===== src/hw/rtl/sha256_pkg.sv =====
package sha256_pkg;

  localparam int unsigned WordW   = 32;
  localparam int unsigned NumH    = 8;
  localparam int unsigned NumW    = 16;
  localparam int unsigned NumRnd  = 64;
  localparam int unsigned HIdxW   = $clog2(NumH);
  localparam int unsigned WCntW   = $clog2(NumW);
  localparam int unsigned RndW    = $clog2(NumRnd);

  localparam logic       REQ_LOAD  = 1'b0;
  localparam logic       REQ_MSG   = 1'b1;
  localparam logic [WCntW-1:0] LAST_WORD_IDX = WCntW'(NumW - 1);
  localparam logic [RndW-1:0]  LAST_RND      = RndW'(NumRnd - 1);
  localparam logic [HIdxW-1:0] LAST_H_IDX    = HIdxW'(NumH - 1);

  typedef logic [WordW-1:0] word_t;

  typedef enum logic [1:0] {
    ST_IDLE,
    ST_ROUND,
    ST_FINAL,
    ST_EMIT
  } ctrl_st_e;

  // Controller to datapath commands
  typedef struct packed {
    logic             load_chain;
    logic [HIdxW-1:0] load_idx;
    logic             shift_msg;
    logic             start;
    logic             round;
    logic [RndW-1:0]  rnd_idx;
    logic             final_add;
    logic [HIdxW-1:0] emit_idx;
  } dp_cmd_t;

  function automatic word_t ror(input word_t x, input int unsigned n);
    ror = (x >> n) | (x << (WordW - n));
  endfunction

  function automatic word_t big_sig0(input word_t x);
    big_sig0 = ror(x, 2) ^ ror(x, 13) ^ ror(x, 22);
  endfunction

  function automatic word_t big_sig1(input word_t x);
    big_sig1 = ror(x, 6) ^ ror(x, 11) ^ ror(x, 25);
  endfunction

  function automatic word_t small_sig0(input word_t x);
    small_sig0 = ror(x, 7) ^ ror(x, 18) ^ (x >> 3);
  endfunction

  function automatic word_t small_sig1(input word_t x);
    small_sig1 = ror(x, 17) ^ ror(x, 19) ^ (x >> 10);
  endfunction

  function automatic word_t round_const(input logic [RndW-1:0] t);
    unique case (t)
      6'd0:  round_const = 32'h428a2f98;
      6'd1:  round_const = 32'h71374491;
      6'd2:  round_const = 32'hb5c0fbcf;
      6'd3:  round_const = 32'he9b5dba5;
      6'd4:  round_const = 32'h3956c25b;
      6'd5:  round_const = 32'h59f111f1;
      6'd6:  round_const = 32'h923f82a4;
      6'd7:  round_const = 32'hab1c5ed5;
      6'd8:  round_const = 32'hd807aa98;
      6'd9:  round_const = 32'h12835b01;
      6'd10: round_const = 32'h243185be;
      6'd11: round_const = 32'h550c7dc3;
      6'd12: round_const = 32'h72be5d74;
      6'd13: round_const = 32'h80deb1fe;
      6'd14: round_const = 32'h9bdc06a7;
      6'd15: round_const = 32'hc19bf174;
      6'd16: round_const = 32'he49b69c1;
      6'd17: round_const = 32'hefbe4786;
      6'd18: round_const = 32'h0fc19dc6;
      6'd19: round_const = 32'h240ca1cc;
      6'd20: round_const = 32'h2de92c6f;
      6'd21: round_const = 32'h4a7484aa;
      6'd22: round_const = 32'h5cb0a9dc;
      6'd23: round_const = 32'h76f988da;
      6'd24: round_const = 32'h983e5152;
      6'd25: round_const = 32'ha831c66d;
      6'd26: round_const = 32'hb00327c8;
      6'd27: round_const = 32'hbf597fc7;
      6'd28: round_const = 32'hc6e00bf3;
      6'd29: round_const = 32'hd5a79147;
      6'd30: round_const = 32'h06ca6351;
      6'd31: round_const = 32'h14292967;
      6'd32: round_const = 32'h27b70a85;
      6'd33: round_const = 32'h2e1b2138;
      6'd34: round_const = 32'h4d2c6dfc;
      6'd35: round_const = 32'h53380d13;
      6'd36: round_const = 32'h650a7354;
      6'd37: round_const = 32'h766a0abb;
      6'd38: round_const = 32'h81c2c92e;
      6'd39: round_const = 32'h92722c85;
      6'd40: round_const = 32'ha2bfe8a1;
      6'd41: round_const = 32'ha81a664b;
      6'd42: round_const = 32'hc24b8b70;
      6'd43: round_const = 32'hc76c51a3;
      6'd44: round_const = 32'hd192e819;
      6'd45: round_const = 32'hd6990624;
      6'd46: round_const = 32'hf40e3585;
      6'd47: round_const = 32'h106aa070;
      6'd48: round_const = 32'h19a4c116;
      6'd49: round_const = 32'h1e376c08;
      6'd50: round_const = 32'h2748774c;
      6'd51: round_const = 32'h34b0bcb5;
      6'd52: round_const = 32'h391c0cb3;
      6'd53: round_const = 32'h4ed8aa4a;
      6'd54: round_const = 32'h5b9cca4f;
      6'd55: round_const = 32'h682e6ff3;
      6'd56: round_const = 32'h748f82ee;
      6'd57: round_const = 32'h78a5636f;
      6'd58: round_const = 32'h84c87814;
      6'd59: round_const = 32'h8cc70208;
      6'd60: round_const = 32'h90befffa;
      6'd61: round_const = 32'ha4506ceb;
      6'd62: round_const = 32'hbef9a3f7;
      6'd63: round_const = 32'hc67178f2;
      default: round_const = '0;
    endcase
  endfunction

endpackage


===== src/hw/rtl/sha256_in_if.sv =====
interface sha256_in_if;
  logic        valid;
  logic        ready;
  logic        req_type;
  logic [2:0]  load_index;
  logic [31:0] data_word;
  logic        last_word;

  modport source (output valid, req_type, load_index, data_word, last_word, input ready);
  modport sink   (input valid, req_type, load_index, data_word, last_word, output ready);
endinterface


===== src/hw/rtl/sha256_out_if.sv =====
interface sha256_out_if;
  logic        valid;
  logic        ready;
  logic [2:0]  out_index;
  logic [31:0] state_word;
  logic        last;

  modport source (output valid, out_index, state_word, last, input ready);
  modport sink   (input valid, out_index, state_word, last, output ready);
endinterface


===== src/hw/rtl/sha256_ctrl.sv =====
module sha256_ctrl (
  input  logic                        clk_i,
  input  logic                        rst_ni,
  input  logic                        in_valid_i,
  input  logic                        in_req_type_i,
  input  logic [sha256_pkg::HIdxW-1:0] in_load_index_i,
  input  logic                        in_last_word_i,
  output logic                        in_ready_o,
  output logic                        out_valid_o,
  input  logic                        out_ready_i,
  output logic [sha256_pkg::HIdxW-1:0] out_index_o,
  output logic                        out_last_o,
  output sha256_pkg::dp_cmd_t         cmd_o
);
  import sha256_pkg::*;

  ctrl_st_e         state_q, state_d;
  logic [WCntW-1:0] word_cnt_q, word_cnt_d;
  logic [RndW-1:0]  rnd_q, rnd_d;
  logic [HIdxW-1:0] emit_q, emit_d;
  logic             last_q, last_d;
  logic             in_acc, msg_acc, block_done, out_acc;

  assign in_acc     = in_valid_i && in_ready_o;
  assign msg_acc    = in_acc && (in_req_type_i == REQ_MSG);
  assign block_done = msg_acc && (word_cnt_q == LAST_WORD_IDX);
  assign out_acc    = out_valid_o && out_ready_i;

  always_comb begin
    state_d = state_q;
    unique case (state_q)
      ST_IDLE:  if (block_done) state_d = ST_ROUND;
      ST_ROUND: if (rnd_q == LAST_RND) state_d = ST_FINAL;
      ST_FINAL: state_d = last_q ? ST_EMIT : ST_IDLE;
      ST_EMIT:  if (out_acc && (emit_q == LAST_H_IDX)) state_d = ST_IDLE;
      default:  state_d = ST_IDLE;
    endcase
  end

  always_comb begin
    in_ready_o       = (state_q == ST_IDLE);
    out_valid_o      = (state_q == ST_EMIT);
    out_index_o      = emit_q;
    out_last_o       = (emit_q == LAST_H_IDX);
    cmd_o            = '0;
    cmd_o.load_chain = in_acc && (in_req_type_i == REQ_LOAD);
    cmd_o.load_idx   = in_load_index_i;
    cmd_o.shift_msg  = msg_acc;
    cmd_o.start      = block_done;
    cmd_o.round      = (state_q == ST_ROUND);
    cmd_o.rnd_idx    = rnd_q;
    cmd_o.final_add  = (state_q == ST_FINAL);
    cmd_o.emit_idx   = emit_q;
  end

  always_comb begin
    word_cnt_d = word_cnt_q;
    rnd_d      = rnd_q;
    emit_d     = emit_q;
    last_d     = last_q;
    if (msg_acc) word_cnt_d = word_cnt_q + 1'b1;  // wraps to zero after the 16th word
    if (block_done) begin
      last_d = in_last_word_i;
      rnd_d  = '0;
    end
    if (state_q == ST_ROUND) rnd_d = rnd_q + 1'b1;
    if (state_q == ST_FINAL) emit_d = '0;
    if (out_acc) emit_d = emit_q + 1'b1;
  end

  always_ff @(posedge clk_i or negedge rst_ni) begin
    if (!rst_ni) begin
      state_q    <= ST_IDLE;
      word_cnt_q <= '0;
      rnd_q      <= '0;
      emit_q     <= '0;
      last_q     <= 1'b0;
    end else begin
      state_q    <= state_d;
      word_cnt_q <= word_cnt_d;
      rnd_q      <= rnd_d;
      emit_q     <= emit_d;
      last_q     <= last_d;
    end
  end

endmodule


===== src/hw/rtl/sha256_dp.sv =====
module sha256_dp (
  input  logic                clk_i,
  input  logic                rst_ni,
  input  sha256_pkg::dp_cmd_t cmd_i,
  input  sha256_pkg::word_t   data_word_i,
  output sha256_pkg::word_t   state_word_o
);
  import sha256_pkg::*;

  word_t chain_q [NumH];
  word_t work_q  [NumH];
  word_t win_q   [NumW];

  word_t w_exp, w_t, t1, t2, ch, maj, win_in;

  // Rolling window: win_q[0] is the oldest word, win_q[15] the newest.
  assign w_exp = small_sig1(win_q[14]) + win_q[9] + small_sig0(win_q[1]) + win_q[0];
  assign w_t   = (cmd_i.rnd_idx < RndW'(NumW)) ? win_q[0] : w_exp;

  assign ch  = (work_q[4] & work_q[5]) ^ (~work_q[4] & work_q[6]);
  assign maj = (work_q[0] & work_q[1]) ^ (work_q[0] & work_q[2]) ^ (work_q[1] & work_q[2]);
  assign t1  = work_q[7] + big_sig1(work_q[4]) + ch + round_const(cmd_i.rnd_idx) + w_t;
  assign t2  = big_sig0(work_q[0]) + maj;

  // Early rounds rotate the window so it holds W0..W15 again at round 16.
  assign win_in = cmd_i.round ? w_t : data_word_i;

  assign state_word_o = chain_q[cmd_i.emit_idx];

  always_ff @(posedge clk_i or negedge rst_ni) begin
    if (!rst_ni) begin
      for (int i = 0; i < NumH; i++) chain_q[i] <= '0;
    end else begin
      if (cmd_i.load_chain) chain_q[cmd_i.load_idx] <= data_word_i;
      if (cmd_i.final_add) begin
        for (int i = 0; i < NumH; i++) chain_q[i] <= chain_q[i] + work_q[i];
      end
    end
  end

  always_ff @(posedge clk_i) begin
    if (cmd_i.shift_msg || cmd_i.round) begin
      for (int i = 0; i < NumW - 1; i++) win_q[i] <= win_q[i+1];
      win_q[NumW-1] <= win_in;
    end
  end

  always_ff @(posedge clk_i) begin
    if (cmd_i.start) begin
      for (int i = 0; i < NumH; i++) work_q[i] <= chain_q[i];
    end else if (cmd_i.round) begin
      work_q[7] <= work_q[6];
      work_q[6] <= work_q[5];
      work_q[5] <= work_q[4];
      work_q[4] <= work_q[3] + t1;
      work_q[3] <= work_q[2];
      work_q[2] <= work_q[1];
      work_q[1] <= work_q[0];
      work_q[0] <= t1 + t2;
    end
  end

endmodule


===== src/hw/rtl/sha256_block_compress.sv =====
// Channel  Dir  Payload                                     Role
// req_i    in   req_type, load_index, data_word, last_word  chaining load or message word
// rsp_o    out  out_index, state_word, last                 updated chaining words H0..H7
//
// A load or a message word is accepted only in the idle state. The sixteenth
// message word starts 64 rounds at one per cycle in the datapath, then the
// final add folds the working state into the chaining value.
// After a block marked last, eight words go out at one per cycle while rsp_o
// is ready; req_i is held off until the eighth is taken.
// Reset clears the chaining value and all counters.
module sha256_block_compress (
  input logic          clk_i,
  input logic          rst_ni,
  sha256_in_if.sink    req_i,
  sha256_out_if.source rsp_o
);
  import sha256_pkg::*;

  dp_cmd_t cmd;

  sha256_ctrl u_ctrl (
    .clk_i           (clk_i),
    .rst_ni          (rst_ni),
    .in_valid_i      (req_i.valid),
    .in_req_type_i   (req_i.req_type),
    .in_load_index_i (req_i.load_index),
    .in_last_word_i  (req_i.last_word),
    .in_ready_o      (req_i.ready),
    .out_valid_o     (rsp_o.valid),
    .out_ready_i     (rsp_o.ready),
    .out_index_o     (rsp_o.out_index),
    .out_last_o      (rsp_o.last),
    .cmd_o           (cmd)
  );

  sha256_dp u_dp (
    .clk_i        (clk_i),
    .rst_ni       (rst_ni),
    .cmd_i        (cmd),
    .data_word_i  (req_i.data_word),
    .state_word_o (rsp_o.state_word)
  );

endmodule


===== src/flat_wrapper.sv =====
// flat-port wrapper written by rule: the top's interface ports become plain ports
module sha256_block_compress_flat import sha256_pkg::*;
  (clk_i, rst_ni, req_i_valid, req_i_req_type, req_i_load_index, req_i_data_word, req_i_last_word, req_i_ready, rsp_o_valid, rsp_o_out_index, rsp_o_state_word, rsp_o_last, rsp_o_ready);
  sha256_in_if req_i_i ();
  sha256_out_if rsp_o_i ();
  input logic clk_i;
  input logic rst_ni;
  input wire logic [$bits(req_i_i.valid)-1:0] req_i_valid;
  input wire logic [$bits(req_i_i.req_type)-1:0] req_i_req_type;
  input wire logic [$bits(req_i_i.load_index)-1:0] req_i_load_index;
  input wire logic [$bits(req_i_i.data_word)-1:0] req_i_data_word;
  input wire logic [$bits(req_i_i.last_word)-1:0] req_i_last_word;
  output wire logic [$bits(req_i_i.ready)-1:0] req_i_ready;
  output wire logic [$bits(rsp_o_i.valid)-1:0] rsp_o_valid;
  output wire logic [$bits(rsp_o_i.out_index)-1:0] rsp_o_out_index;
  output wire logic [$bits(rsp_o_i.state_word)-1:0] rsp_o_state_word;
  output wire logic [$bits(rsp_o_i.last)-1:0] rsp_o_last;
  input wire logic [$bits(rsp_o_i.ready)-1:0] rsp_o_ready;
  assign req_i_i.valid = req_i_valid;
  assign req_i_i.req_type = req_i_req_type;
  assign req_i_i.load_index = req_i_load_index;
  assign req_i_i.data_word = req_i_data_word;
  assign req_i_i.last_word = req_i_last_word;
  assign req_i_ready = req_i_i.ready;
  assign rsp_o_valid = rsp_o_i.valid;
  assign rsp_o_out_index = rsp_o_i.out_index;
  assign rsp_o_state_word = rsp_o_i.state_word;
  assign rsp_o_last = rsp_o_i.last;
  assign rsp_o_i.ready = rsp_o_ready;
  sha256_block_compress u_core (.clk_i(clk_i), .rst_ni(rst_ni), .req_i(req_i_i), .rsp_o(rsp_o_i));
endmodule

===== config.mk =====
export PLATFORM = sky130hd
export DESIGN_NAME = sha256_block_compress_flat
export DESIGN_NICKNAME = d
export VERILOG_FILES = /design/src/hw/rtl/sha256_pkg.sv /design/src/hw/rtl/sha256_in_if.sv /design/src/hw/rtl/sha256_out_if.sv /design/src/hw/rtl/sha256_ctrl.sv /design/src/hw/rtl/sha256_dp.sv /design/src/hw/rtl/sha256_block_compress.sv /design/src/flat_wrapper.sv
export SDC_FILE = /design/constraint.sdc
export NUM_CORES = 2
export LEC_CHECK = 0
export BUFFER_PORTS_ARGS = -buffer_cell sky130_fd_sc_hd__buf_2
export CAP_MARGIN = 20
export CORE_MARGIN = 3
export CORE_UTILIZATION = 51
export DETAILED_ROUTE_END_ITERATION = 10
export PLACE_DENSITY = 0.67
export SLEW_MARGIN = 5
export SYNTH_ARGS = -nofsm -noshare
export SYNTH_HDL_FRONTEND = slang
export SYNTH_HIERARCHICAL = 1
export SYNTH_SLANG_ARGS = --single-unit

===== constraint.sdc =====
create_clock -name clk_i -period 20.4 [get_ports clk_i]
set_input_delay 4.08 -clock clk_i [delete_from_list [all_inputs] [get_ports clk_i]]
set_output_delay 4.08 -clock clk_i [all_outputs]
set_load 0.005 [all_outputs]

Yosys cells after proc, flatten, opt, wreduce, memory -nomap -nowiden
Memories as Yosys holds them, arrays and structs flattened.
Cells that the tools add are included.
{ "totals": {"register_bits": 272, "ram_bits": 768, "mem_bits_ro": 2048, "inputBits": 41, "out_inout_bits": 38, "elab_cells": 135, "memories": 3} }
{ "op_classes": {"add_sub_neg": 21, "order_cmp": 4, "eq_ne": 9, "muxes": 34, "n_bitwise": 38, "n_reduce_logical": 13} }
{ "memory_table": {"columns": ["memory", "depth", "word_bits", "rd", "rd_ports_with_merged_regs", "wr", "line", "source"], "rows": [
  ["(no name shown)", 64, 32, 1, 0, 0, "sha256_pkg.sv:59", "unique case (t)"],
  ["u_core.u_dp.win_q", 16, 32, 16, 0, 16, "sha256_dp.sv:12", "word_t win_q [NumW];"],
  ["u_core.u_dp.work_q", 8, 32, 8, 0, 8, "sha256_dp.sv:11", "word_t work_q [NumH];"]
]} }
{ "op_table": {"columns": ["cell", "count"], "rows": [
  ["$add 32x32->32", 18],
  ["$mux 256", 2],
  ["$mux 32", 13],
  ["$xor 32x32->32", 9],
  ["$bwmux 256", 1],
  ["$and 32x32->32", 5],
  ["$bmux 32 s3", 1],
  ["$demux 32 s3", 1],
  ["$not 32->32", 1],
  ["$or 10x32->32", 1],
  ["$or 13x32->32", 1],
  ["$or 14x32->32", 1],
  ["$or 15x32->32", 1],
  ["$or 19x32->32", 1],
  ["$or 21x32->32", 1],
  ["$or 25x32->32", 1],
  ["$or 26x32->32", 1],
  ["$or 30x32->32", 1],
  ["$or 7x32->32", 1],
  ["$xor 32x22->32", 1],
  ["$xor 32x29->32", 1],
  ["$mux 6", 2],
  ["$ge 4x4->1 const B", 2],
  ["$mux 2", 4],
  ["other kinds (22)", 48]
]} }

Longest topological paths before layout
{ "depth": {"ltp_word": 10, "mapped_depth": 49} }

Cells and area by module
The synthesis kept the hierarchy.
{ "modules_own_cells": {"columns": ["mod", "instances", "cells_per_inst", "area_each_um2", "seq_area_each_um2"], "rows": [
  ["sha256_dp", 1, 6631, 68114.1, 29468.3],
  ["sha256_ctrl", 1, 94, 929.6, 400.4]
]} }

Least setup slack after synthesis
OpenSTA, ideal clock, no wires.
{ "synth_timing": {"path_type": "in2reg", "start": "input req_i_req_type", "end": "memory u_core/u_dp/win_q[0][0] (netlist name) (enable)", "arrival_ns": 10.527, "path_slack_ns": 9.206, "cell_stages": 4, "n_path_buf": 1, "path_cell_list": "nand4bb_4 -> inv_2 -> buf_4 -> or2_2"} }
{ "synth_rtl": {"columns": ["element", "line", "source"], "rows": [
  ["start, declared", "flat_wrapper.sv:9", "input wire logic [$bits(req_i_i.req_type)-1:0] req_i_req_type;"],
  ["end, declared", "sha256_dp.sv:12", null]
]} }

==> results.toml <==
[sta]
fin_skew_ps = 85.5
worstMarginPinSlew_ps = 1360
min_period_ps = 11450
timing.fmax_mhz = 87.4
period_share_pct = 56.1
finalSetupViolations = 0
timing.slew.headroom_pct = 7.05
hold_violations = 0
finalMaxSlewViolations = 0
grt_setup_unrepaired = "false"
fin_setup_tns_ps = 0

[placement]
hpwlAfterDp_um = 164000
gp_congestion = 0.987
io_buffers = 78

[yosys]
syn_nets = 7355
postSynthCellCount = 6725
synthXorXnorAreaFrac_pct = 7.23
synth.yosys.seq_area_share_pct = 43.3
synthSimpleGateAreaFrac_pct = 10.9
synth_area_per_cell_sq_um = 10.3
yosys.cell_types.count = 97
synth-adder-area-share_pct = 12.9
synth_top_family_by_area = "compound AO/OA/AOI/OAI gates"
async_flop_share_pct = 26.2
synth_edf_count = 768
synth_seq_cells = 1040
synth_compound_area_share_pct = 14.4
yosys_warnings = 6
synthMuxAreaShare_pct = 6.89
synth_area_sq_mm = 0.0690
ys.flop_type = "edfxtp_1"

[drt]
top_layer_used = "met4"
first_pass_iters = 6
dr_wl_met3_um = 15900
routedLengthMet1_um = 89800
via_per_inst = 6.06
vias = 51700
routed_wl_um = 219000
drt-wirelength-per-cell_um = 25.7
drtIter0Drc = 5378
wl_met2_um = 102000
ant_nets = 0
route.detailed.drc = 0

[grt]
grt_pass1_vias = 50200
grt_pass1_wl_um = 325000
overflow = 0
grt_use_total_pct = 31.0
antenna_found_initial = 13
grt_max_degree = 209

[clock_tree]
htree_num_levels = 3
cts_setup_buffers = 0
cts_hold_buf = 0
cts.reportedPaths.clkPinSlew_ps = 60
cts_tree = "yes"
cts_buffer_depth = 3
post_cts_resized = 0
cts.sinks = 1040
cts_buffers = 115
root_buffer = "clkbuf_16"
clock_latency_ps = 780

[die]
row_count = 134
die_h_um = 374
ios = 79
die_area_sq_mm = 0.140
start_util_pct = 51.5
die_w_um = 374
core_sq_mm = 0.134

[setup_path]
reg2reg_slack_ps = 8950
critPathArrivalTime_ps = 11950
critPathMaxFanout = 7
cp-start-kind = "flop"
crit_path_top_delay_cell = "fa_1"
timing.rr.start = "u_core/u_dp/win_q[14][18]$_DFFE_PP_"
critical-path-top-delay-family = "adder cells"
crit_required_ps = 20900
endpoint_kind = "flop"
max_stage_delay_ps = 540
cp_num_buf_inv = 7
crit_start = "u_core/u_dp/win_q[14][18]$_DFFE_PP_"
path_class = "reg2reg"

[min_path]
hp-start = "u_core/u_dp/win_q[10][0]$_DFFE_PP_"
hold_class = "reg2reg"

[outcome]
outcome = "complete, no violations"

[finish]
syn2layout_area_growth_pct = 8.49
layout-drive-gt1-share_pct = 7.61
fillers = 11500
nets = 7285

[flow_run]
maxCapViolations = 0
## through the flow
stage | hold WS, ps | instances | setup slack (ps) | utilization [%] | instance area [sq um]
floorplan | 400 | 6725 | 9210 | - | 69000
global placement | 400 | 8306 | 9100 | 53.0 | 71000
detailed placement | 405 | 8306 | 9080 | 53.0 | 71000
CTS | 413 | 8525 | 9030 | 55.9 | 74900
global route | 413 | 8527 | 8420 | 55.9 | 74900
finish | 406 | 8528 | 8950 | 55.9 | 74900
## final timing paths
| check | to | cells after the start |
|---|---|---|
| worst min register to register | u_core/u_dp/win_q[9][0]$_DFFE_PP_ | 0 |
| min in group asynchronous | u_core/u_dp/chain_q[193]$_DFFE_PN0P_ | 1 |
| worst max register to register | u_core/u_dp/work_q[0][31]$_DFFE_PP_ | 46 |
| max in group asynchronous | u_core/u_dp/chain_q[126]$_DFFE_PN0P_ | 3 |
| worst max-delay path | u_core/u_dp/work_q[0][31]$_DFFE_PP_ | 46 |
| worst min-delay path | u_core/u_dp/win_q[9][0]$_DFFE_PP_ | 0 |
## registers in the layout, summed over array words and instances (netlist names)
register / flops
u_core/u_ctrl/rnd_q: 6
u_core/u_ctrl/state_q: 2
u_core/u_ctrl/word_cnt_q: 4
u_core/u_dp/win_q: 512
u_core/u_ctrl/out_index_o: 3
u_core/u_ctrl/last_q: 1
u_core/u_dp/chain_q: 256
u_core/u_dp/work_q: 256
## layer usage
metal  up-vias  GRT usage, %
met4         0          13.8
met1     25400          41.8
li1      23600             -
met2      2149          49.9
met5         -             0
met3       451          4.42
## kinds of logic after synthesis
kind of cell,count (synthesis)
AOI/OAI and AO/OA,1605
adders and majority gates,594
DFF,1040
xor gates and xnor gates,570
buffers and inverters,795
muxes,384
and+or+nand+nor,1737
## cells in the final DEF (no fill, tap or decap), drive strengths merged, types with 46 or more instances in the layout
cell / instances
a211oi: 72
a21o: 211
a21oi: 387
a31oi: 50
buf: 151
clkbuf: 152
dfrtp: 272
edfxtp: 768
fa: 196
ha: 393
inv: 459
mux2: 52
mux2i: 264
mux4: 68
nand2: 1024
nand2b: 63
nand3: 84
nor2: 279
nor2b: 53
nor3: 61
o21a: 62
o21ai: 539
o21bai: 46
xnor2: 383
xor2: 187
## synth_stat cells (187+ instances only)
master	count	area share, %
a21o_1	211	2.3
dfrtp_1	272	9.9
nand2_1	1024	5.6
edfxtp_1	768	33
o21ai_0	505	3.7
fa_1	196	5.7
inv_1	454	2.5
ha_1	393	7.1
a21oi_1	387	2.8
clkbuf_1	281	1.5
xor2_1	187	2.4
mux2i_1	264	3.8
xnor2_1	383	4.9
nor2_1	278	1.5
## final cells by class
cell class	instances	area, sq um	share of cell area [%]
diodes	3	7.51	0.0100
clock buffers	152	3080	4.11
clock inverters	67	803	1.07
inverters	457	1720	2.29
multi-input cells	4890	36200	48.3
flip-flops and latches	1040	29900	39.9
well taps	1768	2210	2.95
repair buffers	151	998	1.33
Power is not shown: default switching activity piles up to over one toggle a cycle in this logic, so the estimate is an artifact.
